**src/rtl/ctse_pkg.sv**
```systemverilog
`default_nettype none
// ----------------------------------------------------------------------------
// ctse_pkg
// Shared types, constants and helpers for the client table with stale
// entry eviction.
// ----------------------------------------------------------------------------
package ctse_pkg;

    // Pool geometry
    localparam int ENTRIES = 64;
    localparam int IDX_W   = $clog2(ENTRIES);
    localparam int CNT_W   = $clog2(ENTRIES + 1);

    // Field widths
    localparam int KEY_W   = 64;
    localparam int STAMP_W = 48;
    localparam int TMO_W   = 32;
    localparam int OIDX_W  = 6;

    localparam logic [TMO_W-1:0] STALE_RESET = TMO_W'(30000);

    typedef enum logic [2:0] {
        ST_FOUND   = 3'd0,
        ST_FILL    = 3'd1,
        ST_STALE   = 3'd2,
        ST_BLOCKED = 3'd3,
        ST_FULL    = 3'd4,
        ST_CLEARED = 3'd5
    } status_t;

    typedef enum logic [1:0] {
        S_IDLE,
        S_LOOKUP,
        S_STALE
    } state_t;

    typedef enum logic {
        CMP_KEY,
        CMP_STALE
    } cmp_mode_t;

    typedef struct packed {
        logic               cmd;
        logic [KEY_W-1:0]   peer_addr;
        logic [STAMP_W-1:0] now_ms;
        logic               host_blocked;
    } ctse_req_t;

    typedef struct packed {
        status_t            status;
        logic [OIDX_W-1:0]  entry_index;
        logic [KEY_W-1:0]   evicted_addr;
        logic               record_host;
    } ctse_rsp_t;

    typedef struct packed {
        logic [KEY_W-1:0]   key;
        logic [STAMP_W-1:0] stamp;
    } entry_t;

    // Map a pool index onto the 6-bit result field (mask or zero extend)
    function automatic logic [OIDX_W-1:0] idx_out(input logic [IDX_W-1:0] i);
        logic [IDX_W+OIDX_W-1:0] t;
        t = {{OIDX_W{1'b0}}, i};
        return t[OIDX_W-1:0];
    endfunction

    function automatic ctse_rsp_t make_rsp(input status_t st,
                                           input logic [OIDX_W-1:0] idx,
                                           input logic [KEY_W-1:0] evicted,
                                           input logic rec);
        ctse_rsp_t r;
        r.status       = st;
        r.entry_index  = idx;
        r.evicted_addr = evicted;
        r.record_host  = rec;
        return r;
    endfunction

endpackage
`default_nettype wire

```
**src/rtl/ctse_cmp.sv**
```systemverilog
`default_nettype none
// ----------------------------------------------------------------------------
// ctse_cmp
// Shared compare unit: key equality during lookup, age test during the
// stale scan.
// ----------------------------------------------------------------------------
module ctse_cmp
    import ctse_pkg::*;
(
    input  wire cmp_mode_t          mode,
    input  wire entry_t             entry,
    input  wire logic [KEY_W-1:0]   key,
    input  wire logic [STAMP_W-1:0] now_ms,
    input  wire logic [TMO_W-1:0]   timeout,
    output logic                    hit
);

    logic [STAMP_W:0] age;

    // Age with borrow; a borrow means the clock went backwards
    assign age = {1'b0, now_ms} - {1'b0, entry.stamp};

    always_comb
    begin
        unique case (mode)
            CMP_KEY:   hit = (entry.key == key);
            CMP_STALE: hit = !age[STAMP_W] &&
                             (age[STAMP_W-1:0] > {{(STAMP_W-TMO_W){1'b0}}, timeout});
            default:   hit = 1'b0;
        endcase
    end

endmodule
`default_nettype wire

```
**config.mk**
```make
export PLATFORM = sky130hd
export DESIGN_NAME = ctse_cmp
export DESIGN_NICKNAME = d
export VERILOG_FILES = /design/src/rtl/ctse_pkg.sv /design/src/rtl/ctse_cmp.sv
export SDC_FILE = /design/constraint.sdc
export NUM_CORES = 1
export LEC_CHECK = 0
export ABC_AREA = 0
export BUFFER_PORTS_ARGS = -buffer_cell sky130_fd_sc_hd__buf_2
export CAP_MARGIN = 10
export CELL_PAD_IN_SITES_DETAIL_PLACEMENT = 1
export CELL_PAD_IN_SITES_GLOBAL_PLACEMENT = 1
export CORE_ASPECT_RATIO = 2
export CORE_MARGIN = 1
export CORE_UTILIZATION = 34
export DETAILED_ROUTE_END_ITERATION = 12
export GPL_ROUTABILITY_DRIVEN = 0
export PLACE_DENSITY_LB_ADDON = 0.1
export SYNTH_ARGS = -nofsm -noshare
export SYNTH_HDL_FRONTEND = slang
export SYNTH_SLANG_ARGS = --single-unit
```
**constraint.sdc**
```tcl
create_clock -name vclk -period 16.5
set_input_delay 2.475 -clock vclk [all_inputs]
set_output_delay 2.475 -clock vclk [all_outputs]
set_load 0.01 [all_outputs]
```
==> results of run 1 <==
==> power groups by stage <==
stage | registers (W) | clock network [W] | logic, W
6_report | 0 | 0 | 0.000235
3_5_place_dp | 0 | 0 | 0.000234
2_1_floorplan | 0 | 0 | 0.000152
3_3_place_gp | 0 | 0 | 0.000224
4_1_cts | 0 | 0 | 0.000235
5_1_grt | 0 | 0 | 0.000258
==> critical path, cell delays in order <==
cell      delay [ps]
buf_2             80
inv_1             30
ha_1             390
a21oi_2          230
nor4b_2           90
nor4b_4          490
o21ba_2          280
o21bai_2         100
a21o_1           180
a21o_1           210
a31oi_2          290
nand3_1          120
o311ai_0         120
ha_1             310
nand2_1           90
nor2_1            50
a211oi_1         210
o21ai_0          130
a221oi_1         320
o22ai_1          130
nor4_1           340
nand4_1          170
nor4_2           300
a31oi_1          120
buf_2            160
==> through the flow <==
step	hold WS, ps	setup WS, ps	total power, W	instance area (um2)	instances
floorplan	5156	7479	0.0001518	4788	697
global placement	5465	6854	0.0002243	6216	1126
detailed placement	5463	6656	0.0002341	6216	1126
CTS	5471	6637	0.0002352	6216	1126
global route	5501	6429	0.0002583	6216	1126
finish	5468	6616	0.0002350	6216	1126
==> cells in the mapped netlist (3+ instances only) <==
master / number
a211oi_1: 10
a211oi_2: 4
a21o_1: 17
a21oi_1: 64
a21oi_2: 3
a221oi_1: 5
a22oi_1: 5
a31oi_1: 7
and2_1: 3
and3_1: 3
buf_2: 7
buf_6: 3
clkbuf_1: 7
ha_1: 80
inv_1: 117
mux2i_1: 3
nand2_1: 47
nand2_2: 3
nand2b_1: 6
nand3_1: 15
nand4_1: 26
nor2_1: 39
nor2b_1: 5
nor3_1: 12
nor4_1: 11
nor4b_2: 4
o211ai_1: 4
o21ai_0: 28
o21ai_1: 5
o21bai_1: 4
o221ai_1: 3
o22ai_1: 5
o2bb2ai_1: 3
o31ai_1: 3
or4_1: 3
xnor2_1: 46
xor2_1: 37
==> cell type report <==
cell class | count | area, um2 | area share, %
Multi-Input combinational cell | 562 | 4249 | 68.36
Timing Repair Buffer | 258 | 1291 | 20.77
Tap cell | 189 | 236.5 | 3.804
Inverter | 117 | 439.2 | 7.065
==> worst max path at each step <==
| stage | start | to | slack, ps |
|---|---|---|---|
| after detailed placement | entry[3] | hit | 6660 |
| after global routing | entry[3] | hit | 6430 |
| after global placement | entry[0] | hit | 6850 |
| after floorplan | now_ms[0] | hit | 7480 |
| final | entry[3] | hit | 6620 |
| after CTS | entry[3] | hit | 6640 |
==> routing by layer <==
metal,wire (um),share of wire (%),global-route usage [%]
met1,6786,33,24.35
met2,11530,56,54.97
met3,1098,5.3,4.268
met4,1291,6.2,14.86
met5,27,0.13,0
==> cells by family after synthesis <==
logic type	after synthesis
AOI/OAI and AO/OA	203
xor gates and xnor gates	83
adders and majority gates	81
buffers and inverters	135
muxes	3
and+or+nand+nor	192
==> impl_metrics.env, run 1 <==
export IMPL_p_sw_w=0.0001336
export IMPL_nClkBuffers=0
export IMPL_syn_to_final_growth_pct=29.81
export IMPL_rsz0062_at_grt="no"
export IMPL_worstHoldPathCells=4
export IMPL_status="finished, final reports clean"
export IMPL_crit_path_end_kind="primary output"
export IMPL_yosys_area_share_simple_pct=22.58
export IMPL_drc=0
export IMPL_final_cell_mix="buf_2, inv_1, ha_1"
export IMPL_core_um2=13810
export IMPL_syn_inst=697
export IMPL_p_leak_nw=3.339
export IMPL_synth_nets=1035
export IMPL_max_slew_margin_pct=54.38
export IMPL_io_pins=258
export IMPL_die_h_um=169.8
export IMPL_synth_compound_area_share_pct=29.03
export IMPL_holdBufCountCts=0
export IMPL_std_cell_rows=61
export IMPL_cp_data_required_time_ps=14030
export IMPL_hold_start="mode"
export IMPL_min_to="hit"
export IMPL_avgSynthCellArea_um2=6.870
export IMPL_post_cts_setup_buffer_count=0
export IMPL_finalSetupTns_ps=0
export IMPL_synth_largest_area_cell="ha_1"
export IMPL_seqCellArea_um2=0
export IMPL_hold_class="in2out"
export IMPL_synth_distinct_cells=74
export IMPL_wirelength_um=20740
export IMPL_synth_mux_area_fraction_pct=0.6271
export IMPL_dieArea_um2=14590
export IMPL_worst_slew_pin_slew_ps=678.0
export IMPL_grt_start_max_net_pins=12
export IMPL_num_vias=6100
export IMPL_fin_crit_sh_pct=59.91
export IMPL_setup_violations=0
export IMPL_cts_resized=0
export IMPL_die_w_um=85.92
export IMPL_ys_top_cells_by_area="ha_1, inv_1, xnor2_1"
export IMPL_utilization_pct=45.00
export IMPL_sequentialPowerShare_pct=0
export IMPL_yosysWarnings=0
export IMPL_synth_top_family_by_area="compound AO/OA/AOI/OAI gates"
export IMPL_seq_cells=0
export IMPL_viasPerCell=5.417
export IMPL_synth_fa_ha_area_share_pct=21.32
export IMPL_dp_hpwl_um=19160
export IMPL_numPortBuffers=258
export IMPL_final_layout_size_suffix_gt1_share_pct=31.38
export IMPL_wl_per_cell_um=18.42
export IMPL_drv_slew=0
export IMPL_p_clk_share_pct=0
export IMPL_mostFrequentLayoutCell="buf_2"
export IMPL_critPathArrivalTime_ps=7410
export IMPL_grt_ovfl_total=0
export IMPL_netlist_area_um2=4788
export IMPL_nFillCells=1899
export IMPL_switching_share_pct=56.85
export IMPL_crit_path_start_kind="input pin"
export IMPL_drt_iter0_drc=120
export IMPL_period_needed_ps=9884
export IMPL_crit_type="in2out"
export IMPL_combPwrFrac_pct=100.0
export IMPL_ir_worst_vdd_uv=12.39
export IMPL_cap_violations=0
export IMPL_synth_top_cell_area_share_pct=20.90
export IMPL_fmax_mhz=101.2
export IMPL_detail_route_first_pass_iterations=4
export IMPL_hold_viol=0
export IMPL_grt_antenna_before_repair=2
export IMPL_critPathMaxFanout=7
export IMPL_diodes=0
export IMPL_powerDensity_nw_per_um2=37.80
export IMPL_synth_xor_area_share_pct=15.18
export IMPL_intPower_w=0.0001014
export IMPL_initial_core_util_pct=34.66
export IMPL_ys_seq_area_share_pct=0
export IMPL_grt_util_all_layers_pct=27.09
export IMPL_grt_pass1_vias=6701
export IMPL_antenna_left=0
export IMPL_nets=1277
export IMPL_grt_pass1_wl_um=31310
No activity file was read; power rests on OpenSTA's default activity.
==> inputs of run 2 (changes only) <==
Settings changed: CORE_UTILIZATION 34 to 29.
Clock period 16.5 ns to 7.95 ns, I/O delays scaled along.
==> run 2 against run 1 <==
Core utilization shrank 6.5 points. Cell area rose by 0.30%. Via count fell by 1.9%. First-iteration DRC count decreased by 10%. Global-route usage down 3.9 points. Combinational power up 110%. Critical path depth down 2. Die area increased by 17%. Critical path type unchanged.
==> impl_metrics.env, run 2 (synthesis results as in run 1) <==
export IMPL_dieArea_um2=17060
export IMPL_finalSetupTns_ps=0
export IMPL_cts_resized=0
export IMPL_critPathMaxFanout=4
export IMPL_std_cell_rows=66
export IMPL_grt_pass1_wl_um=31150
export IMPL_diodes=0
export IMPL_cpMaxStageDelayCell="fa_1"
export IMPL_final_layout_size_suffix_gt1_share_pct=31.38
export IMPL_final_cell_mix="buf_2, inv_1, ha_1"
export IMPL_grt_antenna_before_repair=3
export IMPL_crit_type="in2out"
export IMPL_post_cts_setup_buffer_count=0
export IMPL_grt_util_all_layers_pct=23.18
export IMPL_drc=0
export IMPL_hold_class="in2out"
export IMPL_seqCellArea_um2=0
export IMPL_hold_viol=0
export IMPL_drv_slew=0
export IMPL_cap_violations=0
export IMPL_wirelength_um=20360
export IMPL_grt_pass1_vias=6330
export IMPL_critical_path_max_stage_delay_ps=460
export IMPL_num_vias=5985
export IMPL_finalPower_w=0.0004821
export IMPL_numPortBuffers=258
export IMPL_io_pins=258
export IMPL_ir_worst_vdd_uv=22.82
export IMPL_grt_ovfl_total=0
export IMPL_viasPerCell=5.245
export IMPL_critPathArrivalTime_ps=5970
export IMPL_grt_start_max_net_pins=12
export IMPL_antenna_left=0
export IMPL_worstHoldPathCells=4
export IMPL_worst_hold_slack_ps=2871
export IMPL_period_needed_ps=7160
export IMPL_syn_to_final_growth_pct=30.21
export IMPL_crit_path_end_kind="primary output"
export IMPL_holdBufCountCts=0
export IMPL_path_cells="buf_2 -> ha_1 -> fa_1 -> nor4_2 -> nor4b_4 -> o21ba_2 -> o21bai_2 -> a21o_1 -> a21o_1 -> a31oi_2 -> o311ai_0 -> ha_1 -> nand2_1 -> nor2_1 -> a211oi_1 -> o21ai_0 -> a221oi_1 -> o22ai_1 -> nor4_1 -> nand4_1 -> nor4_2 -> a31oi_1 -> buf_2"
export IMPL_initial_core_util_pct=29.58
export IMPL_max_slew_margin_pct=51.45
export IMPL_fin_crit_sh_pct=90.06
export IMPL_fmax_mhz=139.7
export IMPL_status="finished, final reports clean"
export IMPL_cp_data_required_time_ps=6760
export IMPL_worst_slew_pin_slew_ps=721.6
export IMPL_powerDensity_nw_per_um2=77.32
export IMPL_core_um2=16190
export IMPL_detail_route_first_pass_iterations=4
export IMPL_crit_path_start_kind="input pin"
export IMPL_drt_iter0_drc=108
export IMPL_rsz0062_at_grt="no"
export IMPL_nets=1277
export IMPL_wl_per_cell_um=17.84
export IMPL_p_leak_nw=3.339
export IMPL_die_w_um=92.86
export IMPL_nClkBuffers=0
export IMPL_seq_cells=0
export IMPL_dp_hpwl_um=18840
export IMPL_setup_violations=0
export IMPL_mostFrequentLayoutCell="buf_2"
export IMPL_die_h_um=183.7
==> run 2: cell counts in the layout (fill, tap and decap cells not counted) <==
Identical to the previous run, type by type.
==> run 2: layer usage <==
| layer | vias up | global-route usage (%) | share of wire, % |
|---|---|---|---|
| li1 | 2976 | - | - |
| met1 | 2773 | 22.40 | 33 |
| met2 | 184 | 47.82 | 57 |
| met3 | 46 | 3.515 | 5.6 |
| met4 | 6 | 7.446 | 3.8 |
| met5 | - | 0 | 0.15 |
==> run 2: layout make-up <==
cell class                 count  area (um2)
multi-input combinational    562        4249
timing repair buffer         258        1291
tap                          204       255.2
inverter                     117       439.2
fill                        2210        9951
==> run 2: power by group <==
group	total, W	switching, W	internal, W
clock network	0	0	0
logic	0.000482	0.000272	0.000210
registers	0	0	0
total	0.000482	0.000272	0.000210
==> run 2: worst paths after layout <==
path / end / start
worst min-delay path: hit / mode
worst max-delay path: hit / entry[0]
==> run 2: stage by stage <==
step,area (um2),instances,utilization [%],worst slack (ps)
after CTS,6235,1141,38.52,722.7
after detailed placement,6235,1141,38.52,769.9
final,6235,1141,38.52,790.5
after floorplan,4788,697,-,1494
after global placement,6235,1141,38.52,833.7
after global routing,6235,1141,38.52,361.9
==> run 2: worst max-delay path, delay by kind of cell <==
kind                       cells  cell delay [ps]
AOI/OAI and AO/OA             11             2160
adders and majority gates      3             1000
buffers and inverters          2              260
and+or+nand+nor                7             1370
